[config.mk]
export PLATFORM = sky130hd
export DESIGN_NAME = adv_mfg_field_parser_flat
export DESIGN_NICKNAME = d
export VERILOG_FILES = /design/src/afp_pkg.sv /design/src/afp_if.sv /design/src/afp_core.sv /design/src/afp_fifo.sv /design/src/adv_mfg_field_parser.sv /design/src/flat_wrapper.sv
export SDC_FILE = /design/constraint.sdc
export NUM_CORES = 1
export LEC_CHECK = 0
export CORE_MARGIN = 1.5
export CORE_UTILIZATION = 53
export CTS_BUF_LIST = sky130_fd_sc_hd__clkbuf_2 sky130_fd_sc_hd__clkbuf_4 sky130_fd_sc_hd__clkbuf_8
export DETAILED_ROUTE_END_ITERATION = 8
export DONT_BUFFER_PORTS = 1
export PLACE_DENSITY = 0.7
export SLEW_MARGIN = 15
export SYNTH_ARGS = -nofsm -noshare
export SYNTH_HDL_FRONTEND = slang
export SYNTH_SLANG_ARGS = --single-unit
export TNS_END_PERCENT = 50
[constraint.sdc]
create_clock -name clk -period 6.54 [get_ports clk]
set_input_delay 1.308 -clock clk [delete_from_list [all_inputs] [get_ports clk]]
set_output_delay 1.308 -clock clk [all_outputs]
set_load 0.1 [all_outputs]
[src/afp_pkg.sv]
// Shared types, constants and helper functions for the manufacturer field parser.
// No dependencies; every other file of the block imports this package.
`default_nettype none

package afp_pkg;

	// packet and header geometry
	localparam int unsigned MAX_PACKET = 31;
	localparam int unsigned HEADER_MIN = 5;
	localparam int unsigned HDR_BYTES  = 5;
	localparam logic [7:0]  MFG_TYPE   = 8'hFF;
	localparam logic [7:0]  CODE_MASK  = 8'h0F;

	// output queue depth (power of two)
	localparam int unsigned FIFO_DEPTH = 4;

	// word kinds
	localparam logic KIND_PAYLOAD = 1'b0;
	localparam logic KIND_STATUS  = 1'b1;

	typedef enum logic [2:0] {
		ST_OK        = 3'd0,
		ST_SHORT_PKT = 3'd1,
		ST_NO_FIELD  = 3'd2,
		ST_HDR_SHORT = 3'd3,
		ST_COMPANY   = 3'd4,
		ST_MODE      = 3'd5
	} status_t;

	typedef enum logic [2:0] {
		CFG_COMPANY = 3'd0,
		CFG_PAIRING = 3'd1,
		CFG_PAIRED  = 3'd2,
		CFG_LOST    = 3'd3,
		CFG_ENABLE  = 3'd4
	} cfg_idx_t;

	typedef enum logic [1:0] {
		ACT_PAIRING = 2'd0,
		ACT_PAIRED  = 2'd1,
		ACT_LOST    = 2'd2
	} action_t;

	typedef enum logic [4:0] {
		PH_IDLE = 5'b00001,
		PH_WALK = 5'b00010,
		PH_HDR  = 5'b00100,
		PH_PAY  = 5'b01000,
		PH_DONE = 5'b10000
	} phase_t;

	typedef struct packed {
		logic [15:0] company;
		logic [3:0]  pairing;
		logic [3:0]  paired;
		logic [3:0]  lost;
		logic [2:0]  enable;
	} cfg_t;

	typedef struct packed {
		logic        kind;
		logic [7:0]  payload_byte;
		logic [2:0]  status;
		logic [15:0] company;
		logic [7:0]  ver_byte;
		logic [7:0]  flag_bits;
		logic [1:0]  action;
		logic [4:0]  payload_count;
		logic        last;
	} result_t;

	// payload word: only the byte is carried
	function automatic result_t payload_item(input logic [7:0] b);
		result_t r;
		r              = '0;
		r.kind         = KIND_PAYLOAD;
		r.payload_byte = b;
		return r;
	endfunction

	// status word: header fields only on success
	function automatic result_t status_item(
		input status_t     st,
		input logic [15:0] company,
		input logic [7:0]  version,
		input logic [7:0]  flags,
		input logic [1:0]  action,
		input logic [4:0]  count
	);
		result_t r;
		r        = '0;
		r.kind   = KIND_STATUS;
		r.status = st;
		r.last   = 1'b1;
		if (st == ST_OK) begin
			r.company       = company;
			r.ver_byte      = version;
			r.flag_bits     = flags;
			r.action        = action;
			r.payload_count = count;
		end
		return r;
	endfunction

endpackage

`default_nettype wire

[src/afp_if.sv]
// Valid/ready channel interfaces for packet bytes in and parsed words out.
// Depends on afp_pkg for field types.
`default_nettype none

interface afp_in_if import afp_pkg::*; ();
	logic       valid;
	logic       ready;
	logic [7:0] data_byte;
	logic       first_byte;
	logic [4:0] packet_len;

	modport source (output valid, data_byte, first_byte, packet_len, input ready);
	modport sink (input valid, data_byte, first_byte, packet_len, output ready);
endinterface

interface afp_out_if import afp_pkg::*; ();
	logic        valid;
	logic        ready;
	logic        kind;
	logic [7:0]  payload_byte;
	logic [2:0]  status;
	logic [15:0] company;
	logic [7:0]  ver_byte;
	logic [7:0]  flag_bits;
	logic [1:0]  action;
	logic [4:0]  payload_count;
	logic        last;

	modport source (output valid, kind, payload_byte, status, company, ver_byte,
		flag_bits, action, payload_count, last, input ready);
	modport sink (input valid, kind, payload_byte, status, company, ver_byte,
		flag_bits, action, payload_count, last, output ready);
endinterface

`default_nettype wire

[src/afp_core.sv]
// Per-byte parse state machine: walks AD structures, checks the manufacturer header,
// and emits zero, one or two result words per byte. Depends on afp_pkg.
`default_nettype none

module afp_core import afp_pkg::*; (
	input  wire logic       clk,
	input  wire logic       arst_n,
	input  wire logic       fire,
	input  wire logic [7:0] data_byte,
	input  wire logic       first_byte,
	input  wire logic [4:0] packet_len,
	input  wire cfg_t       cfg,
	output logic [1:0]      res_n,
	output result_t         res0,
	output result_t         res1
);

	localparam logic [5:0] OFF_TYPE    = 6'd1;
	localparam logic [5:0] OFF_CO_LO   = 6'd2;
	localparam logic [5:0] OFF_CO_HI   = 6'd3;
	localparam logic [5:0] OFF_VERSION = 6'd4;
	localparam logic [5:0] OFF_FLAGS   = 6'd5;

	phase_t      phase_q, e_phase, n_phase;
	logic [4:0]  pos_q, e_pos, n_pos;
	logic [4:0]  total_q, e_total, n_total;
	logic [4:0]  nfs_q, e_nfs, n_nfs;
	logic [4:0]  fl_q, e_fl, n_fl;
	logic [15:0] company_q, e_company, n_company;
	logic [7:0]  version_q, e_version, n_version;
	logic [7:0]  flags_q, e_flags, n_flags;
	logic [1:0]  action_q, e_action, n_action;
	logic [4:0]  left_q, e_left, n_left;

	logic [4:0]  len_c;
	logic        short_pkt;
	logic [5:0]  pos6, nfs6;
	logic [8:0]  field_end;
	logic [6:0]  nxt;
	logic [3:0]  code;
	logic [1:0]  sel;
	logic        sel_ok;
	logic [4:0]  hdr_left;
	logic [15:0] company_full;

	// clamp length and check the minimum on a first byte
	assign len_c     = ({3'b0, packet_len} > 8'(MAX_PACKET)) ? 5'(MAX_PACKET) : packet_len;
	assign short_pkt = first_byte && (len_c < 5'd2);

	// offsets of the current byte relative to the field start
	assign pos6         = {1'b0, e_pos};
	assign nfs6         = {1'b0, e_nfs};
	assign field_end    = {4'b0, e_nfs} + {1'b0, data_byte};
	assign nxt          = {2'b0, e_nfs} + {2'b0, e_fl} + 7'd1;
	assign code         = 4'(data_byte & CODE_MASK);
	assign hdr_left     = e_fl - 5'(HDR_BYTES);
	assign company_full = {data_byte, e_company[7:0]};

	// decode message nibble; pairing wins over paired over lost
	always_comb begin
		sel    = ACT_PAIRING;
		sel_ok = 1'b1;
		priority if (code == cfg.pairing) begin
			sel = ACT_PAIRING;
		end else if (code == cfg.paired) begin
			sel = ACT_PAIRED;
		end else if (code == cfg.lost) begin
			sel = ACT_LOST;
		end else begin
			sel_ok = 1'b0;
		end
	end

	// restart the state on a first byte
	always_comb begin
		e_phase   = phase_q;
		e_pos     = pos_q;
		e_total   = total_q;
		e_nfs     = nfs_q;
		e_fl      = fl_q;
		e_company = company_q;
		e_version = version_q;
		e_flags   = flags_q;
		e_action  = action_q;
		e_left    = left_q;
		if (first_byte) begin
			e_phase   = PH_WALK;
			e_pos     = '0;
			e_total   = len_c;
			e_nfs     = '0;
			e_fl      = '0;
			e_company = '0;
			e_version = '0;
			e_flags   = '0;
			e_action  = '0;
			e_left    = '0;
		end
	end

	// parse one byte
	always_comb begin
		n_phase   = e_phase;
		n_pos     = e_pos;
		n_total   = e_total;
		n_nfs     = e_nfs;
		n_fl      = e_fl;
		n_company = e_company;
		n_version = e_version;
		n_flags   = e_flags;
		n_action  = e_action;
		n_left    = e_left;
		res_n     = 2'd0;
		res0      = '0;
		res1      = '0;
		if (short_pkt) begin
			n_phase = PH_DONE;
			res0    = status_item(ST_SHORT_PKT, '0, '0, '0, '0, '0);
			res_n   = 2'd1;
		end else begin
			unique case (e_phase)
				PH_WALK: begin
					if (pos6 == nfs6) begin
						if (data_byte == 8'd0 || field_end >= {4'b0, e_total}) begin
							n_phase = PH_DONE;
							res0    = status_item(ST_NO_FIELD, '0, '0, '0, '0, '0);
							res_n   = 2'd1;
						end else begin
							n_fl = data_byte[4:0];
						end
					end else if (pos6 == nfs6 + OFF_TYPE) begin
						if (data_byte == MFG_TYPE) begin
							if ({3'b0, e_fl} < 8'(HEADER_MIN)) begin
								n_phase = PH_DONE;
								res0    = status_item(ST_HDR_SHORT, '0, '0, '0, '0, '0);
								res_n   = 2'd1;
							end else begin
								n_phase = PH_HDR;
							end
						end else if (nxt + 7'd1 >= {2'b0, e_total}) begin
							n_phase = PH_DONE;
							res0    = status_item(ST_NO_FIELD, '0, '0, '0, '0, '0);
							res_n   = 2'd1;
						end else begin
							n_nfs = nxt[4:0];
						end
					end
				end
				PH_HDR: begin
					priority if (pos6 == nfs6 + OFF_CO_LO) begin
						n_company = {8'd0, data_byte};
					end else if (pos6 == nfs6 + OFF_CO_HI) begin
						n_company = company_full;
						if (company_full != cfg.company) begin
							n_phase = PH_DONE;
							res0    = status_item(ST_COMPANY, '0, '0, '0, '0, '0);
							res_n   = 2'd1;
						end
					end else if (pos6 == nfs6 + OFF_VERSION) begin
						n_version = data_byte;
						if (!sel_ok || !cfg.enable[sel]) begin
							n_phase = PH_DONE;
							res0    = status_item(ST_MODE, '0, '0, '0, '0, '0);
							res_n   = 2'd1;
						end else begin
							n_action = sel;
						end
					end else if (pos6 == nfs6 + OFF_FLAGS) begin
						n_flags = data_byte;
						n_left  = hdr_left;
						if (hdr_left == 5'd0) begin
							n_phase = PH_DONE;
							res0    = status_item(ST_OK, e_company, e_version, data_byte,
								e_action, hdr_left);
							res_n   = 2'd1;
						end else begin
							n_phase = PH_PAY;
						end
					end
				end
				PH_PAY: begin
					res0   = payload_item(data_byte);
					res_n  = 2'd1;
					n_left = e_left - 5'd1;
					if (e_left == 5'd1) begin
						n_phase = PH_DONE;
						res1    = status_item(ST_OK, e_company, e_version, e_flags,
							e_action, hdr_left);
						res_n   = 2'd2;
					end
				end
				default: begin
				end
			endcase
			// advance position while inside a packet
			if (e_phase == PH_WALK || e_phase == PH_HDR || e_phase == PH_PAY) begin
				n_pos = e_pos + 5'd1;
			end
		end
	end

	// hold state between accepted bytes
	always_ff @(posedge clk or negedge arst_n) begin
		if (!arst_n) begin
			phase_q   <= PH_IDLE;
			pos_q     <= '0;
			total_q   <= '0;
			nfs_q     <= '0;
			fl_q      <= '0;
			company_q <= '0;
			version_q <= '0;
			flags_q   <= '0;
			action_q  <= '0;
			left_q    <= '0;
		end else if (fire) begin
			phase_q   <= n_phase;
			pos_q     <= n_pos;
			total_q   <= n_total;
			nfs_q     <= n_nfs;
			fl_q      <= n_fl;
			company_q <= n_company;
			version_q <= n_version;
			flags_q   <= n_flags;
			action_q  <= n_action;
			left_q    <= n_left;
		end
	end

endmodule

`default_nettype wire

[src/afp_fifo.sv]
// Small output word queue that takes up to two words per cycle and gives one.
// Depends on afp_pkg for the word type and depth.
`default_nettype none

module afp_fifo import afp_pkg::*; (
	input  wire logic       clk,
	input  wire logic       arst_n,
	input  wire logic [1:0] push_n,
	input  wire result_t    d0,
	input  wire result_t    d1,
	input  wire logic       pop,
	output logic            not_empty,
	output logic            room2,
	output result_t         head
);

	localparam int unsigned PTR_W = $clog2(FIFO_DEPTH);
	localparam int unsigned CNT_W = PTR_W + 1;

	result_t          mem [FIFO_DEPTH];
	logic [PTR_W-1:0] wr_q, rd_q;
	logic [CNT_W-1:0] count_q;
	logic [PTR_W-1:0] wr_p1;

	assign wr_p1     = wr_q + PTR_W'(1);
	assign not_empty = (count_q != '0);
	assign room2     = (count_q <= CNT_W'(FIFO_DEPTH - 2));
	assign head      = mem[rd_q];

	// store words
	always_ff @(posedge clk) begin
		if (push_n != 2'd0) begin
			mem[wr_q] <= d0;
		end
		if (push_n == 2'd2) begin
			mem[wr_p1] <= d1;
		end
	end

	// advance pointers and count
	always_ff @(posedge clk or negedge arst_n) begin
		if (!arst_n) begin
			wr_q    <= '0;
			rd_q    <= '0;
			count_q <= '0;
		end else begin
			wr_q    <= wr_q + PTR_W'(push_n);
			rd_q    <= rd_q + PTR_W'(pop);
			count_q <= count_q + CNT_W'(push_n) - CNT_W'(pop);
		end
	end

endmodule

`default_nettype wire

[src/adv_mfg_field_parser.sv]
// Manufacturer field parser for advertising packets, top level.
// Output: a byte's result words are written into the output queue and offered from its head in order.
// Throughput: one byte per cycle; the last payload byte yields two words, and the
// four-word output queue drains one word per cycle, so ready falls while fewer than
// two slots are free. Reset: asynchronous, clears parse state and output queue and
// loads the register defaults.
`default_nettype none

module adv_mfg_field_parser import afp_pkg::*; (
	input  wire logic        clk,
	input  wire logic        arst_n,
	input  wire logic        cfg_we,
	input  wire logic [2:0]  cfg_index,
	input  wire logic [15:0] cfg_data,
	afp_in_if.sink           in_ch,
	afp_out_if.source        out_ch
);

	cfg_t       cfg_q;
	logic       in_fire;
	logic       out_fire;
	logic [1:0] res_n;
	result_t    res0, res1, head;
	logic       not_empty, room2;

	// configuration registers
	always_ff @(posedge clk or negedge arst_n) begin
		if (!arst_n) begin
			cfg_q.company <= 16'd0;
			cfg_q.pairing <= 4'd0;
			cfg_q.paired  <= 4'd1;
			cfg_q.lost    <= 4'd2;
			cfg_q.enable  <= 3'd7;
		end else if (cfg_we) begin
			unique case (cfg_index)
				CFG_COMPANY: cfg_q.company <= cfg_data;
				CFG_PAIRING: cfg_q.pairing <= cfg_data[3:0];
				CFG_PAIRED:  cfg_q.paired  <= cfg_data[3:0];
				CFG_LOST:    cfg_q.lost    <= cfg_data[3:0];
				CFG_ENABLE:  cfg_q.enable  <= cfg_data[2:0];
				default: begin
				end
			endcase
		end
	end

	// take a word only when two output slots are free
	assign in_ch.ready = room2;
	assign in_fire     = in_ch.valid && room2;
	assign out_fire    = not_empty && out_ch.ready;

	afp_core u_core (
		.clk        (clk),
		.arst_n     (arst_n),
		.fire       (in_fire),
		.data_byte  (in_ch.data_byte),
		.first_byte (in_ch.first_byte),
		.packet_len (in_ch.packet_len),
		.cfg        (cfg_q),
		.res_n      (res_n),
		.res0       (res0),
		.res1       (res1)
	);

	afp_fifo u_fifo (
		.clk       (clk),
		.arst_n    (arst_n),
		.push_n    (in_fire ? res_n : 2'd0),
		.d0        (res0),
		.d1        (res1),
		.pop       (out_fire),
		.not_empty (not_empty),
		.room2     (room2),
		.head      (head)
	);

	// drive the output word
	assign out_ch.valid         = not_empty;
	assign out_ch.kind          = head.kind;
	assign out_ch.payload_byte  = head.payload_byte;
	assign out_ch.status        = head.status;
	assign out_ch.company       = head.company;
	assign out_ch.ver_byte      = head.ver_byte;
	assign out_ch.flag_bits     = head.flag_bits;
	assign out_ch.action        = head.action;
	assign out_ch.payload_count = head.payload_count;
	assign out_ch.last          = head.last;

	// a second word in one cycle is always the closing status
	a_pair_ends: assert property (@(posedge clk) disable iff (!arst_n)
		res_n == 2'd2 |-> res1.kind == KIND_STATUS && res0.kind == KIND_PAYLOAD)
		else $error("two words without a closing status");

	// a too-short packet reports at once
	a_short_reports: assert property (@(posedge clk) disable iff (!arst_n)
		in_fire && in_ch.first_byte && (in_ch.packet_len == 5'd0 ||
		in_ch.packet_len == 5'd1) |=> out_ch.valid)
		else $error("short packet gave no status word");

	// stalling the input means words are waiting
	a_stall_has_data: assert property (@(posedge clk) disable iff (!arst_n)
		!in_ch.ready |-> out_ch.valid)
		else $error("input stalled with empty output queue");

	// payload words carry no status
	a_payload_clean: assert property (@(posedge clk) disable iff (!arst_n)
		out_ch.valid && out_ch.kind == KIND_PAYLOAD |->
		!out_ch.last && out_ch.status == ST_OK)
		else $error("payload word carries status");

endmodule

`default_nettype wire

[src/flat_wrapper.sv]
// flat-port wrapper written by rule: the top's interface ports become plain ports
module adv_mfg_field_parser_flat import afp_pkg::*;
  (clk, arst_n, cfg_we, cfg_index, cfg_data, in_ch_valid, in_ch_data_byte, in_ch_first_byte, in_ch_packet_len, in_ch_ready, out_ch_valid, out_ch_kind, out_ch_payload_byte, out_ch_status, out_ch_company, out_ch_ver_byte, out_ch_flag_bits, out_ch_action, out_ch_payload_count, out_ch_last, out_ch_ready);
  afp_in_if in_ch_i ();
  afp_out_if out_ch_i ();
  input  wire logic clk;
  input  wire logic arst_n;
  input  wire logic cfg_we;
  input  wire logic [2:0] cfg_index;
  input  wire logic [15:0] cfg_data;
  input wire logic [$bits(in_ch_i.valid)-1:0] in_ch_valid;
  input wire logic [$bits(in_ch_i.data_byte)-1:0] in_ch_data_byte;
  input wire logic [$bits(in_ch_i.first_byte)-1:0] in_ch_first_byte;
  input wire logic [$bits(in_ch_i.packet_len)-1:0] in_ch_packet_len;
  output wire logic [$bits(in_ch_i.ready)-1:0] in_ch_ready;
  output wire logic [$bits(out_ch_i.valid)-1:0] out_ch_valid;
  output wire logic [$bits(out_ch_i.kind)-1:0] out_ch_kind;
  output wire logic [$bits(out_ch_i.payload_byte)-1:0] out_ch_payload_byte;
  output wire logic [$bits(out_ch_i.status)-1:0] out_ch_status;
  output wire logic [$bits(out_ch_i.company)-1:0] out_ch_company;
  output wire logic [$bits(out_ch_i.ver_byte)-1:0] out_ch_ver_byte;
  output wire logic [$bits(out_ch_i.flag_bits)-1:0] out_ch_flag_bits;
  output wire logic [$bits(out_ch_i.action)-1:0] out_ch_action;
  output wire logic [$bits(out_ch_i.payload_count)-1:0] out_ch_payload_count;
  output wire logic [$bits(out_ch_i.last)-1:0] out_ch_last;
  input wire logic [$bits(out_ch_i.ready)-1:0] out_ch_ready;
  assign in_ch_i.valid = in_ch_valid;
  assign in_ch_i.data_byte = in_ch_data_byte;
  assign in_ch_i.first_byte = in_ch_first_byte;
  assign in_ch_i.packet_len = in_ch_packet_len;
  assign in_ch_ready = in_ch_i.ready;
  assign out_ch_valid = out_ch_i.valid;
  assign out_ch_kind = out_ch_i.kind;
  assign out_ch_payload_byte = out_ch_i.payload_byte;
  assign out_ch_status = out_ch_i.status;
  assign out_ch_company = out_ch_i.company;
  assign out_ch_ver_byte = out_ch_i.ver_byte;
  assign out_ch_flag_bits = out_ch_i.flag_bits;
  assign out_ch_action = out_ch_i.action;
  assign out_ch_payload_count = out_ch_i.payload_count;
  assign out_ch_last = out_ch_i.last;
  assign out_ch_i.ready = out_ch_ready;
  adv_mfg_field_parser u_core (.clk(clk), .arst_n(arst_n), .cfg_we(cfg_we), .cfg_index(cfg_index), .cfg_data(cfg_data), .in_ch(in_ch_i), .out_ch(out_ch_i));
endmodule
# Word-level counts from Yosys, hierarchy flattened
# Memory sizes are Yosys's and may differ from the RTL's.
# Cells that the tools add are included.
[totals]
ff_bits = 102
ramBits = 208
inputBits = 38
output_inout_bits = 54
wordCells = 193
mem_count = 1
[memory_table]
columns = ["name", "words", "word_bits", "read_ports", "rd_clocked_by_memory_dff", "write_ports", "line", "text"]
rows = [
  ["u_core.u_fifo.mem", 4, 52, 1, 0, 2, "afp_fifo.sv:20", "result_t mem [FIFO_DEPTH];"],
]
[classes]
n_addsub = 17
magnitude_cmp = 6
n_eq_ne = 20
n_mux = 112
n_reduce_logical = 19
[ops]
columns = ["operator", "count"]
rows = [
  ["$mux W52", 17],
  ["$mux W5", 38],
  ["$pmux W52 S3", 1],
  ["$mux W8", 13],
  ["$mux W16", 5],
  ["$mux W2", 19],
  ["$eq A5 B6 Y1", 5],
  ["$ne A16 B16 Y1", 1],
  ["$mux W1", 15],
  ["$pmux W5 S3", 1],
  ["$add A5 B2 Y6 const B", 2],
  ["$add A5 B3 Y6 const B", 2],
  ["$eq A4 B4 Y1", 3],
  ["$pmux W5 S2", 1],
  ["$reduce_and A2 Y1", 5],
  ["$add A5 B8 Y9", 1],
  ["$ge A9 B5 Y1", 1],
  ["$eq A8 B8 Y1 const B", 1],
  ["$logic_not A8 Y1", 1],
  ["$add A6 B1 Y7 const B", 1],
  ["$add A7 B1 Y7 const B", 1],
  ["$ge A7 B5 Y1", 1],
  ["$add A5 B1 Y6 const B", 1],
  ["$add A5 B5 Y6", 1],
  ["other kinds (30)", 37],
]

# Depth between registers and ports, before layout
# Gate-level depths: netlist of run 1.
[logic_depth]
depth_word = 18
mapped_depth = 28

# Cells and area by module
# A second synthesis of run 1 with hierarchy kept.
[unflattened]
cells_unflattened = 1299
area_unflattened_um2 = 17466.8
[modules_own_cells]
columns = ["module", "n_inst", "cells_per_inst", "area_per_inst_um2"]
rows = [
  ["afp_fifo", 1, 542, 10482.6],
  ["afp_core", 1, 685, 5746.8],
  ["adv_mfg_field_parser", 1, 72, 1237.4],
]

# Worst setup path before layout of run 1
# OpenSTA, ideal clock, no wires.
[synth_timing]
kind = "in2reg"
startpoint = "in in_ch_first_byte"
endpoint = "mem u_core.u_fifo.mem[3][0] in the netlist's numbering, enable pin"
arrival_time_ns = 6.163
path_slack_ns = -0.153
path_stages = 21
path_buffers = 6
path_cell_list = "buf_2 > buf_2 > buf_2 > buf_2 > buf_1 > nor2b_1 > ha_1 > ha_1 > a21oi_1 > inv_1 > maj3_1 > a21oi_1 > xnor2_1 > ha_1 > or4_1 > a21oi_1 > o221ai_1 > a32o_2 > o21ai_2 > clkbuf_1 > nand2_1"
[synth_lines]
columns = ["item", "line", "text"]
rows = [
  ["start: declaration", "flat_wrapper.sv:13", "input wire logic [$bits(in_ch_i.first_byte)-1:0] in_ch_first_byte;"],
  ["end: declaration", "afp_fifo.sv:20", ""],
]

# Final worst setup path of run 1
[layout_timing]
startpoint = "reg u_core.u_core.nfs_q[1]"
endpoint = "reg u_core.u_fifo.count_q[2]"
[layout_via]
elab_chain_len = 14
word_cells_on_any_way = 33
[layout_lines]
columns = ["item", "line", "text"]
rows = [
  ["start: declaration", "afp_core.sv:27", "logic [4:0] nfs_q, e_nfs, n_nfs;"],
  ["start signal: assignment", "afp_core.sv:218", "nfs_q <= n_nfs;"],
  ["$mux W5 (*)", "afp_core.sv:86", "if (first_byte) begin"],
  ["$add A5 B5 Y6", "afp_core.sv:54", "assign nxt = {2'b0, e_nfs} + {2'b0, e_fl} + 7'd1;"],
  ["$add A6 B1 Y7", "afp_core.sv:54", ""],
  ["$add A7 B1 Y7", "afp_core.sv:139", "end else if (nxt + 7'd1 >= {2'b0, e_total}) begin"],
  ["$ge A7 B5 Y1", "afp_core.sv:139", ""],
  ["$mux W1", "afp_core.sv:139", ""],
  ["$mux W2", "afp_core.sv:131", "if (data_byte == MFG_TYPE) begin"],
  ["$mux W2", "afp_core.sv:130", "end else if (pos6 == nfs6 + OFF_TYPE) begin"],
  ["$mux W2", "afp_core.sv:122", "if (pos6 == nfs6) begin"],
  ["$pmux W2 S3 (*)", "afp_core.sv:120", "unique case (e_phase)"],
  ["$mux W2 (*)", "afp_core.sv:115", "if (short_pkt) begin"],
  ["$mux W2 (*)", "adv_mfg_field_parser.sv:68", ".push_n (in_fire ? res_n : 2'd0),"],
  ["$add A3 B2 Y3 (*)", "afp_fifo.sv:49", "count_q <= count_q + CNT_W'(push_n) - CNT_W'(pop);"],
  ["$sub A3 B1 Y3 (*)", "afp_fifo.sv:49", ""],
  ["end signal: assignment", "afp_fifo.sv:49", ""],
  ["end: declaration", "afp_fifo.sv:22", "logic [CNT_W-1:0] count_q;"],
]
# Every way passes the cells marked *; elsewhere a longest branch is shown, timed or not.
# A chain may end at the register's enable or synchronous reset.

==> results of run 1 <==
==> metrics by stage <==
step,power (mW),cells
final,6.350,1725
after global routing,6.616,1725
after floorplan,4.351,1324
after CTS,6.389,1725
after global placement,4.601,1633
after detailed placement,4.633,1633
==> Yosys cell counts (6+ instances only) <==
| cell | instances | area, µm² |
|---|---|---|
| a21oi_1 | 35 | 175.2 |
| buf_2 | 25 | 125.1 |
| xor2_1 | 21 | 183.9 |
| nor4_1 | 7 | 43.79 |
| nand2_1 | 130 | 488.0 |
| clkbuf_1 | 47 | 176.4 |
| o21ai_0 | 76 | 380.4 |
| dfxtp_1 | 44 | 880.8 |
| ha_1 | 32 | 400.4 |
| and2_1 | 11 | 68.82 |
| edfxtp_1 | 160 | 4805 |
| nand2b_1 | 8 | 50.05 |
| mux2_2 | 32 | 360.4 |
| mux2i_1 | 12 | 120.1 |
| xnor2_1 | 33 | 289.0 |
| inv_1 | 26 | 97.59 |
| dfstp_2 | 6 | 157.7 |
| a31oi_1 | 8 | 50.05 |
| nor2_1 | 163 | 611.8 |
| nand4_1 | 11 | 68.82 |
| nand3_1 | 50 | 250.2 |
| nor2_2 | 11 | 68.82 |
| dfrtp_1 | 96 | 2402 |
| a22o_1 | 39 | 341.6 |
| nor3_1 | 15 | 75.07 |
| nor2b_1 | 17 | 106.4 |
| o22ai_1 | 34 | 212.7 |
| mux4_2 | 51 | 1149 |
| buf_1 | 11 | 41.29 |
==> routing by layer <==
metal / GRT usage (%) / part of all wire (%) / vias to the layer above / wire length (µm)
met1: 34.65 / 42 / 5148 / 15640
li1: - / - / 4854 / -
met2: 42.55 / 47 / 432 / 17520
met4: 11.04 / 3.2 / 0 / 1184
met3: 4.990 / 7.8 / 85 / 2902
met5: 0 / 0 / - / 0
==> cell families after synthesis <==
family | Yosys count | synth area share (%)
simple gates | 453 | 13.64
mux | 95 | 10.74
xor+xnor | 56 | 3.374
fa+ha+maj | 34 | 2.838
compound gates | 262 | 11.57
buf+inv | 118 | 3.473
flops | 306 | 54.37
==> cell usage in the layout, fill, tap and decap left out, types with 23 or more instances in the layout <==
master,netlist,final
o21ai_0,76,76
buf_4,4,23
mux4_2,51,51
a21oi_1,35,34
nand2_1,130,126
edfxtp_1,160,160
clkbuf_8,0,53
inv_1,26,26
a22o_1,39,39
dfxtp_1,44,44
dfrtp_1,96,94
o22ai_1,34,34
ha_1,32,32
nand3_1,50,50
xnor2_1,33,33
nor2_1,163,163
mux2_2,32,32
==> layout make-up <==
type	count	area share [%]
Sequential cell	306	50.11
Inverter	26	0.5927
Multi-Input combinational cell	900	38.97
Clock buffer	74	5.388
Clock inverter	18	1.018
Tap cell	378	2.872
Timing Repair Buffer	23	1.049
==> registers in the layout, indices dropped and copies added, names as in the netlist <==
| name | flops |
|---|---|
| u_core.cfg_q | 31 |
| u_core.u_core.action_q | 2 |
| u_core.u_core.company_q | 16 |
| u_core.u_core.fl_q | 5 |
| u_core.u_core.flags_q | 8 |
| u_core.u_core.left_q | 5 |
| u_core.u_core.nfs_q | 5 |
| u_core.u_core.phase_q | 5 |
| u_core.u_core.pos_q | 5 |
| u_core.u_core.total_q | 5 |
| u_core.u_core.version_q | 8 |
| u_core.u_fifo.count_q | 3 |
| u_core.u_fifo.mem | 204 |
| u_core.u_fifo.rd_q | 2 |
| u_core.u_fifo.wr_q | 2 |
==> how the worst max path moves through the flow <==
stage                                     endpoint  slack [ns]  depth (start not counted)
final                     u_core.u_fifo.count_q[2]        1.21                         20
after global placement    u_core.u_fifo.count_q[2]        0.77                         23
after floorplan            u_core.u_fifo.mem[2][0]       -0.12                         21
after detailed placement  u_core.u_fifo.count_q[2]        0.68                         23
after CTS                 u_core.u_fifo.count_q[2]        1.23                         20
after global routing      u_core.u_fifo.count_q[2]        0.74                         20
==> power by group <==
part / internal (mW) / switching (mW)
registers: 2.19 / 0.225
clock network: 0.992 / 0.770
logic: 0.548 / 1.62
total: 3.73 / 2.62
==> summary.md, run 1 <==
| Metric | Value |
|---|---|
| Maximum achievable frequency | 187.7 MHz |
| Half-perimeter wire length after detailed placement | 23430 µm |
| Num Clock Sinks | slightly above 300 |
| Total number of vias | around 11000 |
| Initial standard-cell utilization of the core | 54.14% |
| Synthesized instance count | roughly 1300 |
| Total of buffers placed on input and output ports | 0 |
| Number of global-route vias before repair | 10567 |
| CTS tree | built |
| Max-slew violation total from the final report | 0 |
| Number of distinct library cells after synthesis | 78 |
| Final Cell Area | approximately 16000 µm² |
| Clock network latency to the later pin of the worst-skew pair | about 0.58 ns |
| Max IR drop VDD | 0.4142 mV |
| Critical Path Source Type | register |
| Headroom to the max-slew limit | 29.81% |
| Filler Cells Inserted | approximately 2300 |
| Total area of multi-input combinational cells | between 6000 and 7000 µm² |
| Growth of design area from synthesis to finish | 8.572% |
| Async set or reset register ratio after synthesis | 33.33% |
| Combined flip-flop and latch cell area | approximately 8300 µm² |
| Power per cell area | 385.7 nW/µm² |
| Number of cell instances on the worst register-to-register path | 20 |
| Critical path peak fanout | 19 |
| GRT Overall Usage | 26.24% |
| WL/cell | 21.60 µm |
| Leakage power total | a little under 6 nW |
| Average cell area after synthesis | around 11 µm² |
| Cell Area, Placed | 15410 µm² |
| Category of the critical setup timing path | reg2reg |
| Crit end category | register |
| First-pass GRT wire length | 59060 µm |
| Number of buffers on the longest clock path | 3 |
| Maximum number of pins on one net before global-route repair | 103 |
| Slowest cell on crit path | dfrtp_1 |
| Routability congestion estimate from global placement | 0.8877 |
| Post-synthesis net count | 1395 |
| Cell chain of the critical path | nor2b_1, xor2_1, ha_1, a21oi_1, inv_1, maj3_1, a21oi_1, xnor2_1, ha_1, or4_1, a21oi_1, o221ai_1, a32o_2, nor2_1, a21oi_1, ha_1, inv_1, fa_1, xor2_1, xnor2_1 |
| Setup Buffers After CTS | 0 |
| Final hold slack | ~0.42 ns |
| Worst Tran Pin Value | around 1.0 ns |
| Synthesized cell area | roughly 15000 µm² |
| Fin nets | 1378 |
| I/O pin count | 92 |
| Synthesis warning total | 0 |
| Total global routing overflow | 0 |
| Hold crit path type | in2async |
| Setup Viol. Count Final | 0 |
| Share of post-route cells with drive strength above 1 | 17.37% |
| Final hold violations | 0 |
| Area of the die | slightly below 30000 µm² |
| Post-route setup slack | between 1 and 1.5 ns |
| WP data arrival | 5.82 ns |
| Worst flop-to-flop path endpoint | u_core.u_fifo.count_q[2] |
| Crit share post-route | 81.47% |
| Post-Place Setup Slack | between 0.6 and 0.7 ns |
| Required time worst endpoint | 7.04 ns |
| Utilization after layout | between 50 and 60% |
| Die Ht | 172.2 µm |
| Cell row count | 61 |
| Chip Width | ~170 µm |
| DRC Markers | 0 |
| Most instantiated flip-flop cell in the synthesis netlist | edfxtp_1 |
| Initial detailed-routing violation count | 890 |
| Post-route ant nets | 0 |
| Number of antenna violations at the first check in global routing | 0 |
| Number of synthesized flops with an enable pin | between 150 and 200 |
| Synthesized flop and latch total | 306 |
| Most frequent cell on the critical path | a21oi_1 |
| Number of vias per cell | just over 6 |
| Sum Neg Setup Slack | 0 ns |
| Count of hold buffers inserted by post-cts repair | 0 |
| Origin of the worst setup path | u_core.u_core.nfs_q[1] |
| Period minus WS final | 5.328 ns |
| FF-to-FF Start | u_core.u_core.nfs_q[1] |
| CTS Root Buffer Type | clkbuf_8 |
| CTS Buf Count | 50 |
| Depth of the CTS H-tree | 2 |
| Clock transition at the registers of the reported paths | 0.06 ns |
| Worst clock skew | 0.01453 ns |
| Part of the Yosys area used for sequential elements | 54.37% |
| R2R Setup Slk | between 1 and 1.5 ns |
| CP bufs+invs | 2 |
| DRT Pass-1 Iters | 5 |
| Placeable core region | 28010 µm² |
| Status | complete, no violations |
| Final wirelength | ~37000 µm |
| Antenna cell count | 0 |
| Unrepaired setup endpoints after global routing | no |
| Worst path top cell family by delay | compound AO/OA/AOI/OAI gates |
| Reported max-cap violation count | 0 |
| Quantity of gates resized following cts | 0 |
| Maximum single-stage delay on the critical path | about 0.77 ns |
Note: power is estimated with default switching activity, not from simulation.
==> run 2: changes to the inputs <==
--- a/config.mk
+++ b/config.mk
@@ -5,12 +5,13 @@
 export SDC_FILE = /design/constraint.sdc
 export NUM_CORES = 1
 export LEC_CHECK = 0
+export ABC_AREA = 1
 export CORE_MARGIN = 1.5
 export CORE_UTILIZATION = 53
 export CTS_BUF_LIST = sky130_fd_sc_hd__clkbuf_2 sky130_fd_sc_hd__clkbuf_4 sky130_fd_sc_hd__clkbuf_8
 export DETAILED_ROUTE_END_ITERATION = 8
 export DONT_BUFFER_PORTS = 1
-export PLACE_DENSITY = 0.7
+export PLACE_DENSITY = 0.73
 export SLEW_MARGIN = 15
 export SYNTH_ARGS = -nofsm -noshare
 export SYNTH_HDL_FRONTEND = slang
==> constraint.sdc (replaced) <==
create_clock -name clk -period 4.7 [get_ports clk]
set_input_delay 0.94 -clock clk [delete_from_list [all_inputs] [get_ports clk]]
set_output_delay 0.94 -clock clk [all_outputs]
set_load 0.1 [all_outputs]
==> run 2 against run 1 <==
Compared with the run above:
- highest routed layer is now met5
- setup slack worse by 0.66 ns
- first-iteration DRC count is 100% higher
- register-to-register slack worse by 0.66 ns
- via count is 44% higher
- global-route usage is 3.8 points higher
- clock skew is 0.019 ns higher
- sequential share of layout area is 6.9 points lower
==> summary.md, run 2 <==
| Metric | Value |
|---|---|
| Largest register by flop count | u_core.u_fifo.mem (unchanged) |
| Crit share post-route | 88.21% (was 81.47%) |
| First-pass GRT wire length | 78050 µm (was 59060 µm) |
| Post-route ant nets | 0 (unchanged) |
| Status | complete, no violations (unchanged) |
| Synthesis warning total | 0 (unchanged) |
| Top flop regs | u_core.u_fifo.mem x204, u_core.cfg_q x31, u_core.u_core.company_q x16 (unchanged) |
| Top cells by instance count after synthesis | nand2_1 (341), nor2_1 (264), o21ai_0 (220) (was nor2_1 (163), edfxtp_1 (160), nand2_1 (130)) |
| Headroom to the max-slew limit | 34.73% (was 29.81%) |
| DRT Pass-1 Iters | 8 (was 5) |
| Routability congestion estimate from global placement | 0.9462 (was 0.8877) |
| Total power of the final layout | 13.04 mW (was 6.350 mW) |
| CTS Root Buffer Type | clkbuf_8 (unchanged) |
| WL/cell | 20.00 µm (was 21.60 µm) |
| Category of the critical setup timing path | reg2reg (unchanged) |
| Antenna cell count | 0 (unchanged) |
| Post-synthesis net count | 2079 (was 1395) |
| Required time worst endpoint | 5.02 ns (was 7.04 ns) |
| Internal | 6.417 mW (was 3.734 mW) |
| Share of post-route cells with drive strength above 1 | 15.69% (was 17.37%) |
| I/O pin count | 92 (unchanged) |
| Cell row count | 65 (was 61) |
| Flip-flop count of the largest register, all copies and words added | 204 (unchanged) |
| Maximum number of pins on one net before global-route repair | 103 (unchanged) |
| Combinational fraction of design power | 52.7% (was 34.2%) |
| Synthesized instance count | 2008 (was 1324) |
| Most common cell after layout, fill and taps aside | nand2_1 (was nor2_1) |
| Net switching share of the total power | 50.80% (was 41.20%) |
| Worst clock skew | 0.03319 ns (was 0.01453 ns) |
| Leading area contributor after synthesis | edfxtp_1 (unchanged) |
| Leading cell types in the layout, fill and taps excluded | nand2_1 (334), nor2_1 (262), o21ai_0 (220) (was nor2_1 (163), edfxtp_1 (160), nand2_1 (126)) |
| Most frequent cell on the critical path | nand2_1 (was a21oi_1) |
| Top-count cell post-synth | nand2_1 (was nor2_1) |
| Final wirelength | 49610 µm (was 37250 µm) |
| Maximum achievable frequency | 241.2 MHz (was 187.7 MHz) |
| Post-route setup slack | 0.5539 ns (was 1.212 ns) |
| WP data arrival | 4.47 ns (was 5.82 ns) |
| R2R Setup Slk | 0.55 ns (was 1.21 ns) |
| Die Ht | 181.4 µm (was 172.2 µm) |
| Num Clock Sinks | 306 (unchanged) |
| Reported max-cap violation count | 0 (unchanged) |
| Initial detailed-routing violation count | 1787 (was 890) |
| CTS tree | built (unchanged) |
| Number of vias per cell | 6.125 (was 6.098) |
| Post-Place Setup Slack | 0.1421 ns (was 0.6819 ns) |
| Unrepaired setup endpoints after global routing | no (unchanged) |
| Max-slew violation total from the final report | 0 (unchanged) |
| CTS Buf Count | 51 (was 50) |
| Number of buffers on the longest clock path | 3 (unchanged) |
| Number of global-route vias before repair | 14375 (was 10567) |
| Area of the die | 32900 µm² (was 29640 µm²) |
| Growth of design area from synthesis to finish | 13.21% (was 8.572%) |
| Final hold violations | 0 (unchanged) |
| Worst path top cell family by delay | simple AND/OR/NAND/NOR gates (was compound AO/OA/AOI/OAI gates) |
| Crit end category | register (unchanged) |
| Worst Tran Pin Value | 0.9766 ns (was 1.045 ns) |
| Setup Viol. Count Final | 0 (unchanged) |
| Quantity of gates resized following cts | 0 (unchanged) |
| Total of buffers placed on input and output ports | 0 (unchanged) |
| Count of hold buffers inserted by post-cts repair | 0 (unchanged) |
| Power per cell area | 683.1 nW/µm² (was 385.7 nW/µm²) |
| Initial standard-cell utilization of the core | 53.58% (was 54.14%) |
| Part of the Yosys area used for sequential elements | 48.89% (was 54.37%) |
| Share of Yosys cell area claimed by the top area cell type | 28.49% (was 31.68%) |
| Leading cell types by total area after synthesis | edfxtp_1 (28%), dfrtp_1 (14%), o22ai_1 (7.9%) (was edfxtp_1 (32%), dfrtp_1 (16%), mux4_2 (7.6%)) |
| Number of antenna violations at the first check in global routing | 1 (was 0) |
| CP bufs+invs | 7 (was 2) |
| Chip Width | 181.4 µm (was 172.2 µm) |
| Most instantiated flip-flop cell in the synthesis netlist | edfxtp_1 (unchanged) |
| Average cell area after synthesis | 8.399 µm² (was 11.45 µm²) |
| Critical path peak fanout | 18 (was 19) |
| Critical Path Source Type | register (unchanged) |
| Clock transition at the registers of the reported paths | 0.07 ns (was 0.06 ns) |
| Share of power burned in the clock network | 19.3% (was 27.7%) |
| Fin nets | 2107 (was 1378) |
| GRT Overall Usage | 30.05% (was 26.24%) |
| Clock network latency to the later pin of the worst-skew pair | 0.59 ns (was 0.58 ns) |
| Net switching power figure | 6.625 mW (was 2.616 mW) |
| Setup Buffers After CTS | 0 (unchanged) |
| Async set or reset register ratio after synthesis | 33.33% (unchanged) |
| Total number of vias | 15190 (was 10519) |
| DRC Markers | 0 (unchanged) |
| Slowest cell on crit path | dfrtp_1 (unchanged) |
| Synthesized cell area | 16860 µm² (was 15170 µm²) |
| Total global routing overflow | 0 (unchanged) |
| Maximum single-stage delay on the critical path | 0.44 ns (was 0.77 ns) |
| Max IR drop VDD | 0.6791 mV (was 0.4142 mV) |
| Proportion of power drawn by flip-flops and latches | 28.0% (was 38.1%) |
| Number of synthesized flops with an enable pin | 160 (unchanged) |
| Hold crit path type | in2async (unchanged) |
| Synthesized flop and latch total | 306 (unchanged) |
| Number of distinct library cells after synthesis | 56 (was 78) |
| Leakage power total | 7.587 nW (was 5.869 nW) |
| Utilization after layout | 60.66% (was 58.78%) |
| Depth of the CTS H-tree | 2 (unchanged) |
| Period minus WS final | 4.146 ns (was 5.328 ns) |
| Half-perimeter wire length after detailed placement | 32310 µm (was 23430 µm) |
| Placeable core region | 31470 µm² (was 28010 µm²) |
## run 2: changes by cell type after synthesis, moves of 35 or more
cell	change
clkbuf_1	+35
o21ai_0	+144
nor2_1	+101
o22ai_1	+178
nand2_1	+211
mux4_2	-51
inv_1	+129
a22o_1	-39
nand3_1	+59
## run 2: power groups by stage
stage / registers [mW] / clock network [mW] / logic [mW]
3_5_place_dp: 3.69 / 0 / 6.82
4_1_cts: 3.64 / 2.55 / 6.84
6_report: 3.65 / 2.52 / 6.87
2_1_floorplan: 3.58 / 0 / 5.16
5_1_grt: 3.70 / 2.67 / 7.28
3_3_place_gp: 3.67 / 0 / 6.73
## run 2: final cells by class
cell class	count	area, µm²
sequential	306	8247
multi-input combinational	1403	7705
tap	402	503.0
clock buffer	74	918.4
fill	2650	12380
inverter	169	634.4
clock inverter	21	177.7
timing repair buffer	105	908.4
## run 2: worst paths after layout
| path | end | cells after the start | startpoint |
|---|---|---|---|
| hold / removal | u_core.u_core.phase_q[4] | 0 | arst_n |
| setup reg to reg | u_core.u_fifo.mem[3][17] | 28 | u_core.u_core.nfs_q[1] |
| min in group clk | u_core.u_core.phase_q[0] | 1 | in_ch_first_byte |
| max in group asynchronous | u_core.cfg_q[7] | 0 | arst_n |
| setup / recovery | u_core.u_fifo.mem[3][17] | 28 | u_core.u_core.nfs_q[1] |
| hold reg to reg | u_core.u_core.phase_q[0] | 2 | u_core.u_core.phase_q[0] |
## run 2: cells by family after synthesis
logic type,synth area share [%]
adder cells (fa/ha/maj),2.493
XOR/XNOR,2.129
AO/OA/AOI/OAI,18.53
buffers and inverters,7.575
flip-flops,48.89
multiplexers,0.9793
AND/OR/NAND/NOR,19.41
## run 2: stage by stage
stage               area (µm²)  setup TNS (ns)  std cells  hold slack [ns]
CTS                      19090               0       2480          0.02984
floorplan                16880          -2.014       2008           0.4430
global placement         18000               0       2385           0.4515
finish                   19090               0       2480          0.04885
detailed placement       18000               0       2385           0.4529
global route             19090               0       2480          0.02404
## run 2: per-layer routing
layer	track usage (%)	wire length (µm)
met1	39.01	19420
met5	0	10
met2	48.14	23000
met4	12.63	1832
met3	7.441	5352
==> run 3: changes to the inputs <==
--- a/config.mk
+++ b/config.mk
@@ -11,7 +11,7 @@
 export CTS_BUF_LIST = sky130_fd_sc_hd__clkbuf_2 sky130_fd_sc_hd__clkbuf_4 sky130_fd_sc_hd__clkbuf_8
 export DETAILED_ROUTE_END_ITERATION = 8
 export DONT_BUFFER_PORTS = 1
-export PLACE_DENSITY = 0.73
+export PLACE_DENSITY = 0.71
 export SLEW_MARGIN = 15
 export SYNTH_ARGS = -nofsm -noshare
 export SYNTH_HDL_FRONTEND = slang
==> run 3 against run 2 <==
Compared with the run above:
- cell area barely moved
- power barely moved
- count of clock-buffer cells in the layout rose by 10
- cell count fell by 0.20%
- non-clock buffer count fell by 6
- wire length rose by 0.30%
- largest cell class unchanged
==> summary.md, run 3 (same netlist as run 2, synthesis figures left out) <==
| Metric | Value |
|---|---|
| Status | complete, no violations (unchanged) |
| Unrepaired setup endpoints after global routing | no (unchanged) |
| Fin nets | 2101 (was 2107) |
| Die Ht | 181.4 µm (unchanged) |
| WP data arrival | 4.72 ns (was 4.47 ns) |
| Power per cell area | 683.6 nW/µm² (was 683.1 nW/µm²) |
| Origin of the worst setup path | u_core.u_core.nfs_q[0] (was u_core.u_core.nfs_q[1]) |
| Antenna cell count | 0 (unchanged) |
| Placeable core region | 31470 µm² (unchanged) |
| Total power of the final layout | 13.04 mW (about the same) |
| Critical path peak fanout | 72 (was 18) |
| Clock transition at the registers of the reported paths | 0.06 ns (was 0.07 ns) |
| Total number of vias | 15174 (was 15190) |
| Total of buffers placed on input and output ports | 0 (unchanged) |
| Number of buffers on the longest clock path | 3 (unchanged) |
| CTS Buf Count | 51 (unchanged) |
| Maximum single-stage delay on the critical path | 0.62 ns (was 0.44 ns) |
| Worst path top cell family by delay | simple AND/OR/NAND/NOR gates (unchanged) |
| CTS tree | built (unchanged) |
| Crit share post-route | 90.49% (was 88.21%) |
| R2R Setup Slk | 0.45 ns (was 0.55 ns) |
| Period minus WS final | 4.253 ns (was 4.146 ns) |
| Initial standard-cell utilization of the core | 53.58% (unchanged) |
| Maximum achievable frequency | 235.1 MHz (was 241.2 MHz) |
| Top flop regs | u_core.u_fifo.mem x204, u_core.cfg_q x31, u_core.u_core.company_q x16 (unchanged) |
| Critical Path Source Type | register (unchanged) |
| Most common cell after layout, fill and taps aside | nand2_1 (unchanged) |
| Half-perimeter wire length after detailed placement | 31860 µm (was 32310 µm) |
| DRT Pass-1 Iters | 6 (was 8) |
| Filler Cells Inserted | 2701 (was 2650) |
| FF-to-FF Start | u_core.u_core.nfs_q[0] (was u_core.u_core.nfs_q[1]) |
| Max-slew violation total from the final report | 0 (unchanged) |
| Quantity of gates resized following cts | 0 (unchanged) |
| Worst clock skew | 0.04290 ns (was 0.03319 ns) |
| Cell row count | 65 (unchanged) |
| Num Clock Sinks | 306 (unchanged) |
| Final hold slack | 0.04065 ns (was 0.04885 ns) |
| Setup Viol. Count Final | 0 (unchanged) |
| Maximum number of pins on one net before global-route repair | 103 (unchanged) |
| Hold crit path type | in2async (unchanged) |
| Required time worst endpoint | 5.16 ns (was 5.02 ns) |
| Worst Tran Pin Value | 0.9666 ns (was 0.9766 ns) |
| Flip-flop count of the largest register, all copies and words added | 204 (unchanged) |
| Share of post-route cells with drive strength above 1 | 15.73% (was 15.69%) |
| Number of global-route vias before repair | 14582 (was 14375) |
| Largest register by flop count | u_core.u_fifo.mem (unchanged) |
| DRC Markers | 0 (unchanged) |
| Slowest cell on crit path | buf_4 (was dfrtp_1) |
| Crit end category | register (unchanged) |
| Final hold violations | 0 (unchanged) |
| Final wirelength | 49760 µm (was 49610 µm) |
| Number of cell instances on the worst register-to-register path | 26 (was 28) |
| Chip Width | 181.4 µm (unchanged) |
| Number of antenna violations at the first check in global routing | 1 (unchanged) |
| WL/cell | 20.10 µm (was 20.00 µm) |
| CP bufs+invs | 5 (was 7) |
| Depth of the CTS H-tree | 2 (unchanged) |
| First-pass GRT wire length | 78690 µm (was 78050 µm) |
| Initial detailed-routing violation count | 1729 (was 1787) |
| Leading cell types in the layout, fill and taps excluded | nand2_1 (334), nor2_1 (262), o21ai_0 (220) (unchanged) |
| Count of hold buffers inserted by post-cts repair | 0 (unchanged) |
| Post-route ant nets | 0 (unchanged) |
| Leakage power total | 7.588 nW (was 7.587 nW) |
| Clock network latency to the later pin of the worst-skew pair | 0.60 ns (was 0.59 ns) |
| Category of the critical setup timing path | reg2reg (unchanged) |
| Reported max-cap violation count | 0 (unchanged) |
| Setup Buffers After CTS | 0 (unchanged) |
| Headroom to the max-slew limit | 35.41% (was 34.73%) |
| I/O pin count | 92 (unchanged) |
| Max IR drop VDD | 0.4975 mV (was 0.6791 mV) |
| Total global routing overflow | 0 (unchanged) |
| Routability congestion estimate from global placement | 0.9274 (was 0.9462) |
| Most frequent cell on the critical path | nand2_1 (unchanged) |
| Worst flop-to-flop path endpoint | u_core.u_fifo.mem[0][47] (was u_core.u_fifo.mem[3][17]) |
| CTS Root Buffer Type | clkbuf_8 (unchanged) |
| Growth of design area from synthesis to finish | 13.15% (was 13.21%) |
| Area of the die | 32900 µm² (unchanged) |
| Number of vias per cell | 6.131 (was 6.125) |
| GRT Overall Usage | 30.25% (was 30.05%) |
[run 3: cell types whose count changed in the layout (fill, tap and decap cells not counted)]
cell	change
clkinv_1	-5
clkinvlp_4	-1
clkbuf_4	+8
buf_12	+3
buf_4	-9
bufinv_16	-2
clkinv_2	-1
clkbuf_8	+2
[run 3: metrics by stage]
stage | cell area [µm²] | setup slack (ns) | utilization, % | setup TNS [ns] | instances
final | 19080 | 0.4468 | 60.63 | 0 | 2475
after global routing | 19080 | 0.05001 | 60.63 | 0 | 2475
after CTS | 19080 | 0.5061 | 60.63 | 0 | 2475
after detailed placement | 17990 | 0.08187 | 57.16 | 0 | 2379
after global placement | 17990 | 0.2055 | 57.16 | 0 | 2379
after floorplan | 16880 | -0.02523 | - | -2.014 | 2008
[run 3: worst max-delay path by stage]
stage / end / depth (start not counted)
detailed placement: u_core.u_fifo.mem[3][43] / 27
CTS: u_core.u_fifo.mem[0][47] / 28
global placement: u_core.u_fifo.mem[3][44] / 27
global route: u_core.u_fifo.mem[3][46] / 28
floorplan: u_core.u_fifo.mem[1][0] / 24
finish: u_core.u_fifo.mem[0][47] / 26
[run 3: final cells by class]
class / instances / area (µm²) / area share [%]
Clock buffer: 84 / 1006 / 5.272
Tap cell: 402 / 503.0 / 2.636
Clock inverter: 12 / 86.33 / 0.4524
Sequential cell: 306 / 8247 / 43.22
Multi-Input combinational cell: 1403 / 7705 / 40.38
Inverter: 169 / 634.4 / 3.324
Timing Repair Buffer: 99 / 900.9 / 4.721
[run 3: routing by layer]
layer / vias to the layer above / routed length [µm] / track usage [%] / share of wire, %
met5: - / 13 / 0 / 0.026
li1: 7029 / - / - / -
met2: 833 / 23300 / 49.22 / 47
met4: 2 / 1336 / 10.83 / 2.7
met3: 114 / 4848 / 6.137 / 9.7
met1: 7196 / 20260 / 40.27 / 41
[run 3: power by group]
group	switching (mW)	internal [mW]	total [mW]
sequential	0.312	3.33	3.64
combinational	5.22	1.67	6.89
clock	1.11	1.41	2.52
